--- src/hw/rtl/exp2c_pkg.sv ---
// ----------------------------------------------------------------------------
// exp2c_pkg
// Shared widths, constants and word types of the cubic exp2 converter.
// ----------------------------------------------------------------------------
package exp2c_pkg;

	// Field formats
	localparam int IN_W   = 24;  // log_value and log_scale width
	localparam int FRAC_W = 16;  // fraction bits of log_value and log_scale
	localparam int COEF_W = 24;  // fraction bits of the polynomial

	// Derived widths
	localparam int PROD_W = 2 * IN_W;                       // scale product
	localparam int Q_W    = PROD_W - FRAC_W;                // product at input scale
	localparam int INT_W  = IN_W - FRAC_W + 1;              // signed integer part
	localparam int EXP_W  = ((INT_W > 8) ? INT_W : 8) + 2;  // signed biased exponent
	localparam int F_W    = COEF_W + 1;                     // signed fraction
	localparam int P_W    = COEF_W + 3;                     // signed polynomial value
	localparam int MANT_W = 23;

	localparam logic [IN_W-1:0] SCALE_RESET = IN_W'(1415104);

	localparam logic signed [EXP_W-1:0] EXP_BIAS = EXP_W'(8'h7f);
	localparam logic signed [EXP_W-1:0] EXP_MIN  = EXP_W'(1);
	localparam logic signed [EXP_W-1:0] EXP_MAX  = EXP_W'(254);

	localparam logic [31:0] MAX_FINITE = 32'h7F7F_FFFF;

	// Polynomial coefficients, signed, in Q2.COEF_W
	localparam logic signed [P_W-1:0] COEF_ONE = P_W'(64'(1) << COEF_W);
	localparam logic signed [P_W-1:0] COEF_TWO = P_W'(64'(2) << COEF_W);
	localparam logic signed [P_W-1:0] COEF_C1  = P_W'(64'(2811) << (COEF_W - 12));
	localparam logic signed [P_W-1:0] COEF_C2  = P_W'(64'(4175) << (COEF_W - 14));
	localparam logic signed [P_W-1:0] COEF_C3  = P_W'(64'(965) << (COEF_W - 14));

	typedef struct packed {
		logic signed [IN_W-1:0] log_value;
		logic                   last_in;
	} in_word_t;

	typedef struct packed {
		logic [31:0] linear_bits;
		logic        overflowed;
		logic        underflowed;
		logic        last_out;
	} out_word_t;

	// Control that travels with each pipeline stage
	typedef struct packed {
		logic valid;
		logic last;
	} tag_t;

endpackage

--- src/hw/rtl/exp2c_scale.sv ---
// ----------------------------------------------------------------------------
// exp2c_scale
// Stages 1 and 2: take the magnitude of the input and multiply it by the scale.
// ----------------------------------------------------------------------------
module exp2c_scale (
	input  logic                                 clk,
	input  logic                                 arst_n,
	input  logic [1:0]                           en,
	input  exp2c_pkg::tag_t                      tag_in,
	input  logic signed [exp2c_pkg::IN_W-1:0]    log_value,
	input  logic [exp2c_pkg::IN_W-1:0]           scale,
	output exp2c_pkg::tag_t                      tag_s1,
	output exp2c_pkg::tag_t                      tag_s2,
	output logic                                 neg_s2,
	output logic [exp2c_pkg::PROD_W-1:0]         prod_s2
);

	logic [exp2c_pkg::IN_W-1:0]   mag;
	logic [exp2c_pkg::IN_W-1:0]   mag_s1;
	logic                         neg_s1;
	logic [exp2c_pkg::PROD_W-1:0] prod;

	// The most negative input maps onto itself, which is the wanted magnitude
	assign mag  = log_value[exp2c_pkg::IN_W-1] ? exp2c_pkg::IN_W'(-log_value)
	                                           : exp2c_pkg::IN_W'(log_value);
	assign prod = exp2c_pkg::PROD_W'(mag_s1) * exp2c_pkg::PROD_W'(scale);

	always_ff @(posedge clk or negedge arst_n) begin
		if (!arst_n) begin
			tag_s1 <= '0;
			tag_s2 <= '0;
		end else begin
			if (en[0]) tag_s1 <= tag_in;
			if (en[1]) tag_s2 <= tag_s1;
		end
	end

	always_ff @(posedge clk) begin
		if (en[0]) begin
			mag_s1 <= mag;
			neg_s1 <= log_value[exp2c_pkg::IN_W-1];
		end
		if (en[1]) begin
			prod_s2 <= prod;
			neg_s2  <= neg_s1;
		end
	end

endmodule

--- src/hw/rtl/exp2c_split.sv ---
// ----------------------------------------------------------------------------
// exp2c_split
// Stage 3: saturate the scaled value and split it into exponent and fraction.
// ----------------------------------------------------------------------------
module exp2c_split (
	input  logic                                  clk,
	input  logic                                  arst_n,
	input  logic                                  en,
	input  exp2c_pkg::tag_t                       tag_in,
	input  logic                                  neg,
	input  logic [exp2c_pkg::PROD_W-1:0]          prod,
	output exp2c_pkg::tag_t                       tag_s3,
	output logic signed [exp2c_pkg::EXP_W-1:0]    exp_s3,
	output logic signed [exp2c_pkg::F_W-1:0]      frac_s3
);

	localparam int IW = exp2c_pkg::IN_W;
	localparam int FW = exp2c_pkg::FRAC_W;
	localparam int CW = exp2c_pkg::COEF_W;

	logic [exp2c_pkg::Q_W-1:0]          q_full;
	logic [IW-1:0]                      lim;
	logic [IW-1:0]                      q;
	logic [FW+CW-1:0]                   fm_wide;
	logic [exp2c_pkg::INT_W-1:0]        ip_mag;
	logic signed [exp2c_pkg::INT_W-1:0] ip;
	logic [exp2c_pkg::F_W-1:0]          f_mag;
	logic signed [exp2c_pkg::F_W-1:0]   f;

	assign q_full = prod[exp2c_pkg::PROD_W-1:FW];
	// Negative side reaches one step further than the positive side
	assign lim    = neg ? (IW'(1) << (IW - 1)) : ((IW'(1) << (IW - 1)) - IW'(1));
	assign q      = (q_full > exp2c_pkg::Q_W'(lim)) ? lim : q_full[IW-1:0];

	assign ip_mag = {1'b0, q[IW-1:FW]};
	assign ip     = neg ? -$signed(ip_mag) : $signed(ip_mag);

	// Align the fraction to the coefficient format by appending zero bits
	assign fm_wide = {q[FW-1:0], {CW{1'b0}}};
	assign f_mag   = {1'b0, fm_wide[FW+CW-1:FW]};
	assign f       = neg ? -$signed(f_mag) : $signed(f_mag);

	always_ff @(posedge clk or negedge arst_n) begin
		if (!arst_n) begin
			tag_s3 <= '0;
		end else if (en) begin
			tag_s3 <= tag_in;
		end
	end

	always_ff @(posedge clk) begin
		if (en) begin
			exp_s3  <= exp2c_pkg::EXP_W'(ip) + exp2c_pkg::EXP_BIAS;
			frac_s3 <= f;
		end
	end

endmodule

--- src/hw/rtl/exp2c_horner.sv ---
// ----------------------------------------------------------------------------
// exp2c_horner
// One Horner step: coef + acc * f, the product truncated toward zero.
// ----------------------------------------------------------------------------
module exp2c_horner (
	input  logic                                  clk,
	input  logic                                  arst_n,
	input  logic                                  en,
	input  exp2c_pkg::tag_t                       tag_in,
	input  logic signed [exp2c_pkg::P_W-1:0]      acc,
	input  logic signed [exp2c_pkg::P_W-1:0]      coef,
	input  logic signed [exp2c_pkg::F_W-1:0]      frac,
	input  logic signed [exp2c_pkg::EXP_W-1:0]    exp_in,
	output exp2c_pkg::tag_t                       tag_q,
	output logic signed [exp2c_pkg::P_W-1:0]      acc_q,
	output logic signed [exp2c_pkg::F_W-1:0]      frac_q,
	output logic signed [exp2c_pkg::EXP_W-1:0]    exp_q
);

	localparam int PW = exp2c_pkg::P_W;
	localparam int CW = exp2c_pkg::COEF_W;
	localparam int MW = PW - 1 + CW;

	logic [PW-1:0]                    a_mag;
	logic [exp2c_pkg::F_W-1:0]        b_mag;
	logic [MW-1:0]                    prod;
	logic [PW-1:0]                    r_mag;
	logic signed [PW-1:0]             term;
	logic                             neg;

	assign a_mag = acc[PW-1] ? PW'(-acc) : PW'(acc);
	assign b_mag = frac[exp2c_pkg::F_W-1] ? exp2c_pkg::F_W'(-frac) : exp2c_pkg::F_W'(frac);
	assign neg   = acc[PW-1] ^ frac[exp2c_pkg::F_W-1];

	// Sign-magnitude product so the shift truncates toward zero
	assign prod  = MW'(a_mag[PW-2:0]) * MW'(b_mag[CW-1:0]);
	assign r_mag = {1'b0, prod[MW-1:CW]};
	assign term  = neg ? -$signed(r_mag) : $signed(r_mag);

	always_ff @(posedge clk or negedge arst_n) begin
		if (!arst_n) begin
			tag_q <= '0;
		end else if (en) begin
			tag_q <= tag_in;
		end
	end

	always_ff @(posedge clk) begin
		if (en) begin
			acc_q  <= coef + term;
			frac_q <= frac;
			exp_q  <= exp_in;
		end
	end

endmodule

--- src/hw/rtl/exp2c_pack.sv ---
// ----------------------------------------------------------------------------
// exp2c_pack
// Last stage: normalize the polynomial, range-check the exponent, build the
// single-precision word.
// ----------------------------------------------------------------------------
module exp2c_pack (
	input  logic                                  clk,
	input  logic                                  arst_n,
	input  logic                                  en,
	input  exp2c_pkg::tag_t                       tag_in,
	input  logic signed [exp2c_pkg::P_W-1:0]      poly,
	input  logic signed [exp2c_pkg::EXP_W-1:0]    exp_in,
	output exp2c_pkg::tag_t                       tag_q,
	output exp2c_pkg::out_word_t                  word_q
);

	localparam int CW = exp2c_pkg::COEF_W;
	localparam int MW = exp2c_pkg::MANT_W;

	logic signed [exp2c_pkg::P_W-1:0]   p_norm;
	logic signed [exp2c_pkg::EXP_W-1:0] e_norm;
	logic [exp2c_pkg::P_W-1:0]          frac;
	logic [CW+MW-1:0]                   m_wide;
	logic                               unf;
	logic                               ovf;
	exp2c_pkg::out_word_t               word;

	// The cubic stays within [1/2, 2) over the fraction range, so one step
	// either way normalizes it
	always_comb begin
		p_norm = poly;
		e_norm = exp_in;
		if (poly >= exp2c_pkg::COEF_TWO) begin
			p_norm = poly >>> 1;
			e_norm = exp_in + exp2c_pkg::EXP_W'(1);
		end else if (poly > '0 && poly < exp2c_pkg::COEF_ONE) begin
			p_norm = poly <<< 1;
			e_norm = exp_in - exp2c_pkg::EXP_W'(1);
		end
	end

	assign frac   = exp2c_pkg::P_W'(p_norm - exp2c_pkg::COEF_ONE);
	assign m_wide = {frac[CW-1:0], {MW{1'b0}}};

	assign unf = (p_norm <= '0) || (e_norm < exp2c_pkg::EXP_MIN);
	assign ovf = !unf && (e_norm > exp2c_pkg::EXP_MAX);

	always_comb begin
		word.overflowed  = ovf;
		word.underflowed = unf;
		word.last_out    = tag_in.last;
		if (unf) begin
			word.linear_bits = '0;
		end else if (ovf) begin
			word.linear_bits = exp2c_pkg::MAX_FINITE;
		end else begin
			word.linear_bits = {1'b0, e_norm[7:0], m_wide[CW+MW-1:CW]};
		end
	end

	always_ff @(posedge clk or negedge arst_n) begin
		if (!arst_n) begin
			tag_q <= '0;
		end else if (en) begin
			tag_q <= tag_in;
		end
	end

	always_ff @(posedge clk) begin
		if (en) begin
			word_q <= word;
		end
	end

endmodule

--- src/hw/rtl/exp2_cubic_db_to_linear.sv ---
// ----------------------------------------------------------------------------
// exp2_cubic_db_to_linear
// Scaled log-domain value to IEEE-754 single through a cubic exp2 fit.
// ----------------------------------------------------------------------------
// The block takes one word per clock while in_stall is low and returns one
// result word per input word, in order. The seven register stages are:
// input magnitude, scale multiply, saturate and split, three Horner
// multiply-add steps (one multiplier each), and normalize/pack into the
// output register. Each stage advances on its own, so bubbles close up and a
// stalled output does not stop the input until the pipeline is full. cfg_we
// writes log_scale; write it only while no word is in flight.
// ----------------------------------------------------------------------------
module exp2_cubic_db_to_linear (
	input  logic                         clk,
	input  logic                         arst_n,
	input  logic                         cfg_we,
	input  logic [exp2c_pkg::IN_W-1:0]   cfg_data,
	input  logic                         in_valid,
	output logic                         in_stall,
	input  exp2c_pkg::in_word_t          in_word,
	output logic                         out_valid,
	input  logic                         out_stall,
	output exp2c_pkg::out_word_t         out_word
);

	logic [exp2c_pkg::IN_W-1:0] log_scale_q;

	exp2c_pkg::tag_t tag_in, tag_s1, tag_s2, tag_s3, tag_s4, tag_s5, tag_s6, tag_s7;
	logic [7:1]      en;

	logic                               neg_s2;
	logic [exp2c_pkg::PROD_W-1:0]       prod_s2;
	logic signed [exp2c_pkg::EXP_W-1:0] exp_s3, exp_s4, exp_s5, exp_s6;
	logic signed [exp2c_pkg::F_W-1:0]   frac_s3, frac_s4, frac_s5, frac_s6;
	logic signed [exp2c_pkg::P_W-1:0]   acc_s4, acc_s5, acc_s6;

	always_ff @(posedge clk or negedge arst_n) begin
		if (!arst_n) begin
			log_scale_q <= exp2c_pkg::SCALE_RESET;
		end else if (cfg_we) begin
			log_scale_q <= cfg_data;
		end
	end

	// A stage loads when it is empty or its successor loads
	assign en[7] = !tag_s7.valid || !out_stall;
	assign en[6] = !tag_s6.valid || en[7];
	assign en[5] = !tag_s5.valid || en[6];
	assign en[4] = !tag_s4.valid || en[5];
	assign en[3] = !tag_s3.valid || en[4];
	assign en[2] = !tag_s2.valid || en[3];
	assign en[1] = !tag_s1.valid || en[2];

	assign in_stall     = !en[1];
	assign tag_in.valid = in_valid;
	assign tag_in.last  = in_word.last_in;

	exp2c_scale u_scale (
		.clk       (clk),
		.arst_n    (arst_n),
		.en        (en[2:1]),
		.tag_in    (tag_in),
		.log_value (in_word.log_value),
		.scale     (log_scale_q),
		.tag_s1    (tag_s1),
		.tag_s2    (tag_s2),
		.neg_s2    (neg_s2),
		.prod_s2   (prod_s2)
	);

	exp2c_split u_split (
		.clk     (clk),
		.arst_n  (arst_n),
		.en      (en[3]),
		.tag_in  (tag_s2),
		.neg     (neg_s2),
		.prod    (prod_s2),
		.tag_s3  (tag_s3),
		.exp_s3  (exp_s3),
		.frac_s3 (frac_s3)
	);

	exp2c_horner u_horner_c2 (
		.clk    (clk),
		.arst_n (arst_n),
		.en     (en[4]),
		.tag_in (tag_s3),
		.acc    (exp2c_pkg::COEF_C3),
		.coef   (exp2c_pkg::COEF_C2),
		.frac   (frac_s3),
		.exp_in (exp_s3),
		.tag_q  (tag_s4),
		.acc_q  (acc_s4),
		.frac_q (frac_s4),
		.exp_q  (exp_s4)
	);

	exp2c_horner u_horner_c1 (
		.clk    (clk),
		.arst_n (arst_n),
		.en     (en[5]),
		.tag_in (tag_s4),
		.acc    (acc_s4),
		.coef   (exp2c_pkg::COEF_C1),
		.frac   (frac_s4),
		.exp_in (exp_s4),
		.tag_q  (tag_s5),
		.acc_q  (acc_s5),
		.frac_q (frac_s5),
		.exp_q  (exp_s5)
	);

	exp2c_horner u_horner_c0 (
		.clk    (clk),
		.arst_n (arst_n),
		.en     (en[6]),
		.tag_in (tag_s5),
		.acc    (acc_s5),
		.coef   (exp2c_pkg::COEF_ONE),
		.frac   (frac_s5),
		.exp_in (exp_s5),
		.tag_q  (tag_s6),
		.acc_q  (acc_s6),
		.frac_q (frac_s6),
		.exp_q  (exp_s6)
	);

	exp2c_pack u_pack (
		.clk    (clk),
		.arst_n (arst_n),
		.en     (en[7]),
		.tag_in (tag_s6),
		.poly   (acc_s6),
		.exp_in (exp_s6),
		.tag_q  (tag_s7),
		.word_q (out_word)
	);

	// The fraction is no longer needed after the last Horner step
	logic frac_s6_unused;
	assign frac_s6_unused = ^frac_s6;

	assign out_valid = tag_s7.valid;

endmodule

--- config.mk ---
export PLATFORM = sky130hd
export DESIGN_NAME = exp2_cubic_db_to_linear
export DESIGN_NICKNAME = d
export VERILOG_FILES = /design/src/hw/rtl/exp2c_pkg.sv /design/src/hw/rtl/exp2c_scale.sv /design/src/hw/rtl/exp2c_split.sv /design/src/hw/rtl/exp2c_horner.sv /design/src/hw/rtl/exp2c_pack.sv /design/src/hw/rtl/exp2_cubic_db_to_linear.sv
export SDC_FILE = /design/constraint.sdc
export NUM_CORES = 2
export LEC_CHECK = 0
export ABC_AREA = 1
export BUFFER_PORTS_ARGS = -buffer_cell sky130_fd_sc_hd__buf_2
export CORE_AREA = 2 2 448 450
export CTS_CLUSTER_SIZE = 30
export DETAILED_ROUTE_END_ITERATION = 7
export DIE_AREA = 0 0 450 452
export PLACE_DENSITY = 0.82
export SLEW_MARGIN = 20
export SYNTH_ARGS = -nofsm -noshare
export SYNTH_HDL_FRONTEND = slang
export SYNTH_HIERARCHICAL = 1
export SYNTH_SLANG_ARGS = --single-unit
--- constraint.sdc ---
create_clock -name clk -period 13.5 [get_ports clk]
set_input_delay 1.35 -clock clk [delete_from_list [all_inputs] [get_ports clk]]
set_output_delay 1.35 -clock clk [all_outputs]
set_load 0.1 [all_outputs]
# == Yosys cells after proc, flatten, opt, wreduce, memory -nomap -nowiden ==
# Index checks and enable logic that the tools add are counted.
# op_classes
reduce_logical,21
add_sub_neg,18
shift,0
eq_ne,0
n_mux,18
n_lt_le_gt_ge,7
bitwise_logic,2
multipliers,4
div,0
# ops
op,n
$mux W24,6
$mux W27,5
$mul A26 B24 Y50,2
$neg A24 Y24,4
$neg A26 Y27,3
$mux W26,2
$neg A26 Y26,2
$mul A24 B24 Y48,1
$mul A10 B24 Y34 const A,1
$gt A32 B24 Y1,1
$mux W31,1
$add A24 B27 Y27 const A,1
$add A25 B27 Y27 const A,1
$add A26 B27 Y27 const A,1
$ge A27 B27 Y1 const B,1
$gt A27 B1 Y1 const B,1
$le A27 B1 Y1 const B,1
$lt A27 B26 Y1 const B,1
$neg A24 Y25,1
$sub A24 B1 Y24 const B,1
$mux W23,1
$mux W11,2
$add A11 B2 Y11 const B,1
$gt A11 B9 Y1 const B,1
other kinds (10),28
# totals
in_bits,54
register_bits,346
rom_bits,0
latchBits,0
mem_bits_rw,0
mem_count,0

# == Logic depth before layout (Yosys ltp) ==
# depth
word_depth,9
depth_mapped,64

# == Cells and area by module ==
# Netlist, hierarchy kept.
# modules_own_cells
mod,n_inst,cells_each,area_per_inst_um2
exp2c_horner (u_horner_c2),1,3408,26252.7
exp2c_horner (u_horner_c0),1,3419,26020.0
exp2c_horner (u_horner_c1),1,3367,25851.0
exp2c_scale,1,3049,23515.1
exp2c_pack,1,428,3084.2
exp2c_split,1,339,2692.6
exp2_cubic_db_to_linear,1,66,1074.8

# == Least setup slack after synthesis ==
# OpenSTA, ideal clock, no wires.
# synth_path
path_type,register -> register
from,register u_horner_c2/acc_q[0] in the netlist's numbering
to,"register u_horner_c1/acc_q[26] in the netlist's numbering, data pin"
required_time_ns,13.247
path_stages_with_launch,57
path_buffers,3
t_arrival_ns,9.980
slack_ns,3.267
cell_sequence,edfxtp_1 -> buf_6 -> inv_1 -> clkbuf_1 -> ha_1 -> nand2_1 -> nor2_1 -> inv_1 -> nor2_2 -> nand2_1 -> nor2_1 -> inv_1 -> o41ai_2 -> o21ai_0 -> or2_1 -> nand2_2 -> buf_2 -> nand2_1 -> [21 not listed] -> nor2_1 -> nand2_1 -> nand2_2 -> nand2_2 -> nor2_2 -> nand2_1 -> nand2_1 -> nand2_1 -> ha_1 -> nand2_1 -> nor2_1 -> inv_1 -> nor2_1 -> a2111oi_0 -> o311ai_0 -> xnor2_1 -> nand3b_1 -> nand2_1
# synth_via
elab_chain_len,6
# synth_lines
item,line,rtl
from (decl),exp2c_horner.sv:15,"output logic signed [exp2c_pkg::P_W-1:0] acc_q,"
from (signal assigned),exp2c_horner.sv:50,acc_q <= coef + term;
$neg A26 Y26,exp2c_horner.sv:31,assign a_mag = acc[PW-1] ? PW'(-acc) : PW'(acc);
$mux W26 (*),exp2c_horner.sv:31,
$mul A26 B24 Y50 (*),exp2c_horner.sv:36,assign prod = MW'(a_mag[PW-2:0]) * MW'(b_mag[CW-1:0]);
$neg A26 Y27,exp2c_horner.sv:38,assign term = neg ? -$signed(r_mag) : $signed(r_mag);
$mux W27 (*),exp2c_horner.sv:38,
$add A25 B27 Y27 (*),exp2c_horner.sv:50,
to (signal assigned),exp2c_horner.sv:50,
to (decl),exp2c_horner.sv:15,
# Every way passes the cells marked *; elsewhere a longest branch is shown, timed or not.
# A chain may end at the register's enable or synchronous reset.

# == Worst setup path in the final report ==
# layout_path
from,register u_horner_c2/acc_q[0] in the netlist's numbering
to,"register u_horner_c1/acc_q[24] in the netlist's numbering, data pin"
# The elaborated chain is that of the path after synthesis.

==> impl_metrics.tcl <==
set metrics [dict create \
    status "finished clean" \
    htree_levels 2 \
    cts_hold_buf 0 \
    io_buffers 89 \
    fmax_mhz 85.4 \
    area_growth_pct 4.97 \
    maxCapViolations 0 \
    netlist_area_mm2 0.107 \
    whs_path_depth 0 \
    finClkSkew_ns 0.0708 \
    globalRoute.busiestLayer "met2" \
    grt_pass1_wl_um 522000 \
    numCtsBuffers 41 \
    ctsResizeCount 0 \
    cp.required_ns 13.88 \
    rsz0062_at_grt "false" \
    die-area_mm2 0.203 \
    clock_latency_ns 0.68 \
    worstSetupPathType "reg2reg" \
    start_util_pct 53.9 \
    antenna_found_initial 4 \
    post-dp-hpwl_um 270000 \
    crit_path_max_incr_delay_ns 0.72 \
    wl_um 329000 \
    synth_cells 14021 \
    postCtsSetupBuffers 0 \
    gp_congestion 1.03 \
    cts_root_buf "clkbuf_16" \
    grt_max_degree 67 \
    hold_class "reg2reg" \
    grt_use_met1_pct 40.4 \
    period_needed_ns 11.71 \
    grt_pass1_vias 94503 \
    cp_max_fo 10 \
    setup_viol 0 \
    setup-tns-final_ns 0 \
    cts_tree "built" \
    grt_usage_pct 33.1 \
    drcViolationCount 0 \
    finalHoldViolations 0 \
    io_pins 91 \
    cp_slowest_cell "xor2_1" \
    tightest_slew_ns 1.18 \
    rr_worst_depth 48 \
    synth_area_per_cell_um2 7.64 \
    grt_overflow 0 \
    period_share_pct 86.8 \
    crit_path_end_kind "register" \
    detail_route.vias_per_cell 5.37 \
    drtIter0Drc 8221 \
    worst_setup_path_start_kind "register" \
    holdWs_ns 0.365 \
    clkSinkCount 320 \
    clk_pin_slew_ns 0.06 \
    rows 164 \
    vias 90091 \
    die_h_um 452 \
    relSlewSlack_pct 21.4 \
    ctsLongestPathBuffers 3 \
    drive_above_1_share_pct 5.59 \
    synth_warnings 6 \
    final_nets 17028 \
    slew_viol_final 0 \
    core_mm2 0.199 \
    drt-wirelength-per-cell_um 19.6 \
    use_met2_pct 53.2 \
    cpMostUsedCell "inv_1" \
    crit_arrival_ns 12.09 \
    die_width_um 450 \
    postRouteAntennaNets 0 \
    dr.pass1.iters 8 \
    grt_use_met3_pct 6.37 \
]
## layout make-up
type                       instances  area (um^2)
fill                           18137        86200
multi-input combinational       9767        82700
inverter                        3735        14000
sequential                       320         9440
tap                             2656         3320
timing repair buffer             235         1540
clock buffer                      48         1110
clock inverter                    27          305
antenna                            4         10.0
## stage by stage
step	cell area [um^2]	worst slack, ns	instances	util, %
final	112000	1.79	16792	56.6
after global routing	112000	0.855	16788	56.6
after CTS	112000	1.87	16788	56.6
after detailed placement	111000	1.92	16713	55.9
after global placement	111000	2.12	16713	55.9
after floorplan	108000	3.27	14211	-
## placed cells by master, fill, tap and decap left out, types with 70 or more instances in the layout
| cell | instances |
|---|---|
| a21oi_1 | 352 |
| buf_2 | 89 |
| buf_4 | 146 |
| conb_1 | 194 |
| edfxtp_1 | 283 |
| fa_1 | 2060 |
| ha_1 | 814 |
| inv_1 | 3656 |
| nand2_1 | 3579 |
| nand2_2 | 112 |
| nand3_1 | 327 |
| nor2_1 | 1258 |
| nor2_2 | 70 |
| o21ai_0 | 198 |
| xor2_1 | 156 |
## per-layer routing
| layer | vias to the layer above | wire (um) |
|---|---|---|
| met5 | - | 17 |
| met3 | 1283 | 32900 |
| met1 | 43330 | 120000 |
| li1 | 40703 | - |
| met2 | 4773 | 148000 |
| met4 | 2 | 28000 |
## final timing paths
| kind | slack (ns) | endpoint | start |
|---|---|---|---|
| max | 1.79 | u_horner_c1/acc_q[24] | u_horner_c2/acc_q[0] |
| max in group asynchronous | 12.18 | u_scale/tag_s1[1] | arst_n |
| max reg2reg | 1.79 | u_horner_c1/acc_q[24] | u_horner_c2/acc_q[0] |
| min in group asynchronous | 0.82 | log_scale_q[17] | arst_n |
| min reg2reg | 0.37 | u_horner_c1/exp_q[1] | u_horner_c2/exp_q[1] |
| min | 0.37 | u_horner_c1/exp_q[1] | u_horner_c2/exp_q[1] |
## critical path: cells and delay by family (launching register included)
kind / cells / cell delay (ns)
AO/OA/AOI/OAI: 7 / 1.71
XOR/XNOR: 3 / 1.06
AND/OR/NAND/NOR: 18 / 2.44
buffers and inverters: 10 / 1.18
flip-flops: 1 / 0.68
adder cells (fa/ha/maj): 10 / 4.39
## flip-flops by register name (all words and copies together), names as in the netlist, 17 cells and up
signal,count
u_horner_c1/frac_q,25
u_horner_c0/acc_q,27
u_scale/mag_s1,24
u_horner_c2/frac_q,25
u_scale/prod_s2,32
u_split/frac_s3,17
log_scale_q,24
u_horner_c1/acc_q,27
u_horner_c2/acc_q,27
u_pack/word_q,34
Power is left out: the tool's default activity adds up to more than one toggle a clock period on the data nets, which glitch-free logic cannot reach.
